**src/design/wra_pkg.sv**
```systemverilog
// Shared types and constants for the weighted running average filter.
// No dependencies; compile this file first.
package wra_pkg;

	// Weight register width and the configuration port geometry.
	localparam int WEIGHT_W    = 16;
	localparam int CFG_DATA_W  = 16;
	localparam int CFG_INDEX_W = 1;

	// Configuration register indexes.
	typedef enum logic [CFG_INDEX_W-1:0] {
		REG_FILTER_WEIGHT = 1'b0,
		REG_SEED_ON_ZERO  = 1'b1
	} cfg_reg_t;

	// Sequencer states, one-hot encoded.
	typedef enum logic [6:0] {
		ST_IDLE = 7'b0000001,
		ST_MUL  = 7'b0000010,
		ST_ADD  = 7'b0000100,
		ST_ABS  = 7'b0001000,
		ST_DIV  = 7'b0010000,
		ST_FIX  = 7'b0100000,
		ST_DONE = 7'b1000000
	} state_t;

endpackage

```
**src/design/wra_stream_if.sv**
```systemverilog
// Valid/ready stream interfaces for the sample input and the average output.
// No dependencies; compile after wra_pkg.
interface wra_sample_if #(parameter int SAMPLE_WIDTH = 32);
	logic                           valid;
	logic                           ready;
	logic signed [SAMPLE_WIDTH-1:0] new_sample;

	modport source (output valid, output new_sample, input ready);
	modport sink   (input valid, input new_sample, output ready);
endinterface

interface wra_value_if #(parameter int SAMPLE_WIDTH = 32);
	logic                           valid;
	logic                           ready;
	logic signed [SAMPLE_WIDTH-1:0] filtered_value;

	modport source (output valid, output filtered_value, input ready);
	modport sink   (input valid, input filtered_value, output ready);
endinterface

```
**src/design/weighted_running_average.sv**
```systemverilog
// Weighted running average: avg <= (avg*N + sample)/(N+1), truncated toward zero.
// The sample passes through a multiply, an add, an absolute value, a restoring divider that
// retires one quotient bit per cycle over SAMPLE_WIDTH+17 bits, a sign fix and a hand-off
// state. A new sample is taken only after the previous result is handed to the output;
// pass-through samples skip straight to the hand-off state.
// Reset (arst_n low, asynchronous) clears the average, both registers and the output valid.
module weighted_running_average
	import wra_pkg::*;
#(
	parameter int SAMPLE_WIDTH = 32
) (
	input  logic                   clk,
	input  logic                   arst_n,
	input  logic                   cfg_write_en,
	input  logic [CFG_INDEX_W-1:0] cfg_index,
	input  logic [CFG_DATA_W-1:0]  cfg_data,
	wra_sample_if.sink             samples,
	wra_value_if.source            averages
);

	localparam int ACC_W = SAMPLE_WIDTH + WEIGHT_W + 1;
	localparam int CNT_W = $clog2(ACC_W);
	localparam int REM_W = WEIGHT_W + 2;

	state_t                         state_q;
	logic [WEIGHT_W-1:0]            weight_q;
	logic                           seed_q;
	logic signed [SAMPLE_WIDTH-1:0] avg_q;
	logic                           out_valid_q;
	logic signed [SAMPLE_WIDTH-1:0] out_data_q;
	logic signed [SAMPLE_WIDTH-1:0] smp_q;
	logic signed [SAMPLE_WIDTH-1:0] result_q;
	logic [ACC_W-1:0]               dvd_q;
	logic [WEIGHT_W:0]              div_q;
	logic [REM_W-1:0]               rem_q;
	logic [CNT_W-1:0]               cnt_q;
	logic                           neg_q;

	logic                           in_xfer;
	logic                           bypass;
	logic                           load_out;
	logic signed [ACC_W-1:0]        prod_w;
	logic signed [ACC_W-1:0]        smp_ext;
	logic [REM_W-1:0]               rem_sh;
	logic                           quo_bit;

	// Handshake and pass-through decision.
	assign samples.ready = (state_q == ST_IDLE);
	assign in_xfer       = samples.valid && samples.ready;
	assign bypass        = (weight_q == '0) || (seed_q && (avg_q == '0));
	assign load_out      = (state_q == ST_DONE) && (!out_valid_q || averages.ready);

	assign averages.valid          = out_valid_q;
	assign averages.filtered_value = out_data_q;

	// Datapath: the multiplier and one divider step.
	always_comb begin
		prod_w  = $signed(avg_q) * $signed({1'b0, weight_q});
		smp_ext = ACC_W'(smp_q);
		rem_sh  = {rem_q[REM_W-2:0], dvd_q[ACC_W-1]};
		quo_bit = (rem_sh >= REM_W'(div_q));
	end

	// Configuration registers.
	always_ff @(posedge clk or negedge arst_n) begin
		if (!arst_n) begin
			weight_q <= '0;
			seed_q   <= 1'b0;
		end else if (cfg_write_en) begin
			case (cfg_index)
				REG_FILTER_WEIGHT: weight_q <= cfg_data[WEIGHT_W-1:0];
				REG_SEED_ON_ZERO:  seed_q   <= cfg_data[0];
				default:           ;
			endcase
		end
	end

	// Sequencer, stored average and output valid.
	always_ff @(posedge clk or negedge arst_n) begin
		if (!arst_n) begin
			state_q     <= ST_IDLE;
			avg_q       <= '0;
			out_valid_q <= 1'b0;
		end else begin
			if (load_out) begin
				out_valid_q <= 1'b1;
				avg_q       <= result_q;
			end else if (averages.ready) begin
				out_valid_q <= 1'b0;
			end

			case (state_q)
				ST_IDLE: begin
					if (in_xfer) begin
						state_q <= bypass ? ST_DONE : ST_MUL;
					end
				end
				ST_MUL:  state_q <= ST_ADD;
				ST_ADD:  state_q <= ST_ABS;
				ST_ABS:  state_q <= ST_DIV;
				ST_DIV: begin
					if (cnt_q == '0) begin
						state_q <= ST_FIX;
					end
				end
				ST_FIX:  state_q <= ST_DONE;
				ST_DONE: begin
					if (load_out) begin
						state_q <= ST_IDLE;
					end
				end
				default: state_q <= ST_IDLE;
			endcase
		end
	end

	// Payload registers: product, dividend/quotient shifter, remainder and result.
	always_ff @(posedge clk) begin
		case (state_q)
			ST_IDLE: begin
				if (in_xfer) begin
					smp_q    <= samples.new_sample;
					result_q <= samples.new_sample;
					div_q    <= {1'b0, weight_q} + (WEIGHT_W + 1)'(1);
				end
			end
			ST_MUL: dvd_q <= prod_w;
			ST_ADD: dvd_q <= $signed(dvd_q) + smp_ext;
			ST_ABS: begin
				neg_q <= dvd_q[ACC_W-1];
				dvd_q <= dvd_q[ACC_W-1] ? (~dvd_q + ACC_W'(1)) : dvd_q;
				rem_q <= '0;
				cnt_q <= CNT_W'(ACC_W - 1);
			end
			ST_DIV: begin
				// Restoring division: one quotient bit shifts in at the bottom.
				rem_q <= quo_bit ? (rem_sh - REM_W'(div_q)) : rem_sh;
				dvd_q <= {dvd_q[ACC_W-2:0], quo_bit};
				cnt_q <= cnt_q - CNT_W'(1);
			end
			ST_FIX: begin
				result_q <= neg_q ? (~dvd_q[SAMPLE_WIDTH-1:0] + SAMPLE_WIDTH'(1))
				                  : dvd_q[SAMPLE_WIDTH-1:0];
			end
			ST_DONE: begin
				if (load_out) begin
					out_data_q <= result_q;
				end
			end
			default: ;
		endcase
	end

endmodule

```
**src/flat_wrapper.sv**
```systemverilog
// flat-port wrapper written by rule: the top's interface ports become plain ports
module weighted_running_average_flat import wra_pkg::*;
#(
	parameter int SAMPLE_WIDTH = 32
)
  (clk, arst_n, cfg_write_en, cfg_index, cfg_data, samples_valid, samples_new_sample, samples_ready, averages_valid, averages_filtered_value, averages_ready);
  wra_sample_if #(.SAMPLE_WIDTH(SAMPLE_WIDTH)) samples_i ();
  wra_value_if #(.SAMPLE_WIDTH(SAMPLE_WIDTH)) averages_i ();
  input  logic clk;
  input  logic arst_n;
  input  logic cfg_write_en;
  input  logic [CFG_INDEX_W-1:0] cfg_index;
  input  logic [CFG_DATA_W-1:0] cfg_data;
  input wire logic [$bits(samples_i.valid)-1:0] samples_valid;
  input wire logic [$bits(samples_i.new_sample)-1:0] samples_new_sample;
  output wire logic [$bits(samples_i.ready)-1:0] samples_ready;
  output wire logic [$bits(averages_i.valid)-1:0] averages_valid;
  output wire logic [$bits(averages_i.filtered_value)-1:0] averages_filtered_value;
  input wire logic [$bits(averages_i.ready)-1:0] averages_ready;
  assign samples_i.valid = samples_valid;
  assign samples_i.new_sample = samples_new_sample;
  assign samples_ready = samples_i.ready;
  assign averages_valid = averages_i.valid;
  assign averages_filtered_value = averages_i.filtered_value;
  assign averages_i.ready = averages_ready;
  weighted_running_average #(.SAMPLE_WIDTH(SAMPLE_WIDTH)) u_core (.clk(clk), .arst_n(arst_n), .cfg_write_en(cfg_write_en), .cfg_index(cfg_index), .cfg_data(cfg_data), .samples(samples_i), .averages(averages_i));
endmodule
```
**config.mk**
```make
export PLATFORM = sky130hd
export DESIGN_NAME = weighted_running_average_flat
export DESIGN_NICKNAME = d
export VERILOG_FILES = /design/src/design/wra_pkg.sv /design/src/design/wra_stream_if.sv /design/src/design/weighted_running_average.sv /design/src/flat_wrapper.sv
export SDC_FILE = /design/constraint.sdc
export NUM_CORES = 2
export LEC_CHECK = 0
export BUFFER_PORTS_ARGS = -buffer_cell sky130_fd_sc_hd__buf_4
export CORE_MARGIN = 1.5
export CORE_UTILIZATION = 40
export DETAILED_ROUTE_END_ITERATION = 8
export SLEW_MARGIN = 15
export SYNTH_ARGS = -nofsm -noshare
export SYNTH_HDL_FRONTEND = slang
export SYNTH_SLANG_ARGS = --single-unit
```
**constraint.sdc**
```tcl
create_clock -name clk -period 6.63 [get_ports clk]
set_input_delay 0.663 -clock clk [delete_from_list [all_inputs] [get_ports clk]]
set_output_delay 0.663 -clock clk [all_outputs]
set_load 0.02 [all_outputs]
```
==> summary.md <==
| Metric | Value |
|---|---|
| Status | `finished clean` |
| Most used DFF post-synth | `edfxtp_1` |
| Pin slew with the least headroom to its limit | `1120 ps` |
| Share of layout cells above drive strength 1 | `15.5%` |
| Critical path origin | `u_core.weight_q[6]$_DFFE_PN0P_` |
| # IOs | `88` |
| Global Route Usage Sum | `21.5%` |
| Post-synthesis sequential area ratio | `21.4%` |
| Final instance area | `0.0382 mm²` |
| H-tree depth | `1` |
| Largest net degree at the start of global routing | `66` |
| CP dominant cell by count | `fa_1` |
| Critical path class | `flip-flop to flip-flop` |
| Worst R2R Start | `u_core.weight_q[6]$_DFFE_PN0P_` |
| WP data arrival | `6830 ps` |
| Endpoints failing setup | `0` |
| Unrepaired setup endpoints after global routing | `yes` |
| Clock Sinks | `243` |
| Residual DRC | `0` |
| Ant diodes | `0` |
| Final hold slack | `165 ps` |
| Synth-to-layout area growth | `16.3%` |
| Fin crit share | `97.8%` |
| Crit-path cells | `buf_12, and2_1, fa_1, inv_1, fa_1, fa_1, inv_1, fa_1, fa_1, inv_2, fa_1, inv_2, ha_4, a21o_1, o21ai_1, buf_4, a21boi_4, nor4b_2, a21boi_4, nor2_2, a221oi_2, xnor2_1, a221oi_1, o21ai_1` |
| Synth Area per Inst | `9.22 µm²` |
| Hold crit path type | `input port to asynchronous set/reset pin` |
| Slowest stage delay, CP | `570 ps` |
| Initial antenna violation count | `1` |
| Placement row count | `104` |
| Post-synth EDFFs | `186` |
| Required time of the worst setup path | `6980 ps` |
| Unique masters post-synth | `76` |
| Number of global-route vias before repair | `25400` |
| Area occupied by multi-input gates | `0.0234 mm²` |
| Clk buf depth | `3` |
| Die Area | `0.0838 mm²` |
| Clock-pin slew on the worst setup and hold paths | `70 ps` |
| Final WS setup | `146 ps` |
| CP Max Fanout | `4` |
| Initial Utilization | `40.6%` |
| Syn Nets | `4290` |
| Die X | `289 µm` |
| Yosys synthesis warning count | `0` |
| Core Area | `0.0808 mm²` |
| Yosys reg bits | `243` |
| Synth async-reset ratio | `23.5%` |
| Stages on worst setup path | `24` |
| DRT Pass-1 Iters | `5` |
| Post-DP Area | `0.0362 mm²` |
| CP top delay family | `adder cells` |
| Fin Clk Skew | `37.6 ps` |
| Final core utilization | `47.2%` |
| Initial drt markers | `1806` |
| Slew headroom | `25.6%` |
| Total global routing overflow | `0` |
| Post-DR wirelength/cell | `18.5 µm` |
| NumNets Final | `4490` |
| Final-report hold violation count | `0` |
| Most common cell after layout, fill and taps aside | `inv_1` |
| Drt via density | `5.22` |
| Post-Route WL | `89400 µm` |
| Post-DP HPWL | `72000 µm` |
| Buf+Inv Stages, Crit Path | `6` |
| Netlist Area Pre-Place | `0.0328 mm²` |
| CTS tree | `yes` |
| Max-slew violations | `0` |
| Final RePlAce weighted congestion | `0.918` |
| Root Buffer | `clkbuf_16` |
| Crit end category | `flip-flop` |
| Clock Latency Late Sink | `620 ps` |
| Placement Setup Slack | `-261 ps` |
| Area occupied by registers | `0.00704 mm²` |
| First-pass GRT wire length | `142000 µm` |
| Die Height | `289 µm` |
| R2R cell count | `24` |
| Critical-path top delay cell | `fa_1` |
| # Max-Cap Violations | `0` |
| Final ANT Viol Nets | `0` |
| # fillers | `7633` |
| CTS buffer count | `30` |
| Port-buffer cells | `87` |
| Most frequent cells in the layout | `inv_1, nand2_1, fa_1` |
| Period minus WS final | `6480 ps` |
| Startpoint types | `flip-flop` |
| Fmax | `154 MHz` |
| Vias | `25300` |
| Mapped Cells | `3558` |
[layout make-up]
type	instances	area share (%)
well taps	1060	3.48
clock buffers	34	2.01
repair buffers	348	7.91
inverters	633	6.23
multi-input cells	2502	61.2
flip-flops and latches	243	18.4
clock inverters	22	0.721
[per-layer routing]
layer	GRT usage (%)	wire length, µm	up-vias
li1	-	-	11800
met1	33.5	42700	12600
met2	32.4	38900	794
met3	2.86	6320	96
met4	3.20	1400	4
met5	0	32	-
[final timing paths]
path | endpoint | slack, ps
setup / recovery | u_core.dvd_q[42]$_DFFE_PP_ | 150
hold / removal | u_core.weight_q[11]$_DFFE_PN0P_ | 170
setup reg to reg | u_core.dvd_q[42]$_DFFE_PP_ | 150
hold reg to reg | u_core.averages.filtered_value[21]$_DFFE_PP_ | 480
max in group asynchronous | u_core.avg_q[10]$_DFFE_PN0P_ | 5830
min in group clk | u_core.smp_q[23]$_DFFE_PP_ | 230
[cell families after synthesis]
logic type | count (synthesis) | share of synthesized area [%]
AND/OR/NAND/NOR | 1101 | 16.1
AO/OA/AOI/OAI | 497 | 9.94
buffers and inverters | 813 | 9.35
multiplexers | 33 | 1.06
flip-flops | 243 | 21.4
XOR/XNOR | 193 | 5.15
adder cells (fa/ha/maj) | 678 | 37.1
[through the flow]
stage | setup TNS [ps] | instances
floorplan | 0 | 3558
global placement | -882 | 4757
detailed placement | -1700 | 4757
CTS | 0 | 4814
global route | -867 | 4842
finish | 0 | 4842
[registers in the layout, summed over array words and instances, names as in the netlist]
register / flops
u_core.avg_q: 32
u_core.cnt_q: 6
u_core.seed_q: 1
u_core.weight_q: 16
u_core.dvd_q: 49
u_core.averages.filtered_value: 32
u_core.result_q: 32
u_core.state_q: 7
u_core.div_q: 17
u_core.neg_q: 1
u_core.rem_q: 17
u_core.smp_q: 32
u_core.averages.valid: 1
[worst reg2reg max path, cell delays in order (launching register included)]
cell      delay (ps)
dfrtp_2          460
buf_12           150
and2_1           150
fa_1             510
inv_1             60
fa_1             490
fa_1             510
inv_1             50
fa_1             490
fa_1             560
inv_2             50
fa_1             570
inv_2             70
ha_4             250
a21o_1           220
o21ai_1          150
buf_4            150
a21boi_4          60
nor4b_2          220
a21boi_4         250
nor2_2            70
a221oi_2         270
xnor2_1          130
a221oi_1         260
o21ai_1          100
[cell usage after synthesis (13+ instances only)]
library cell  instances  area [µm²]
inv_1               633        2380
buf_1                22        82.6
clkbuf_1            154         578
xor2_1               97         850
mux2i_1              19         190
nor3_1               37         185
edfxtp_1            186        5590
nand3_1              32         160
nand4_1              25         156
nand2_1             530        1990
a21o_1               61         458
and2_1              235        1470
or3_1                13        81.3
nor2b_1              14        87.6
a211oi_1             13        97.6
o21bai_1             18         135
a21oi_1             123         616
ha_1                187        2340
fa_1                491        9830
a222oi_1             20         200
dfrtp_1              56        1400
o21ai_0             121         606
xnor2_1              96         841
nor2_1              119         447
nor4_1               16         100
mux2_2               14         158
nand2b_1             23         144
a31oi_1              14        87.6
[what timing repair did]
| item | in CTS | in global routing |
|---|---|---|
| cloned | 0 | 2 |
| pin swaps | 6 | 103 |
| gates resized for setup | 29 | 152 |
| hold buffers | 0 | 0 |
| endpoints found under the setup margin | 15 | 23 |
| buffers inserted | 1 | 28 |
Power is left out: the tool's default activity adds up to more than one toggle a clock period on the data nets, which glitch-free logic cannot reach.
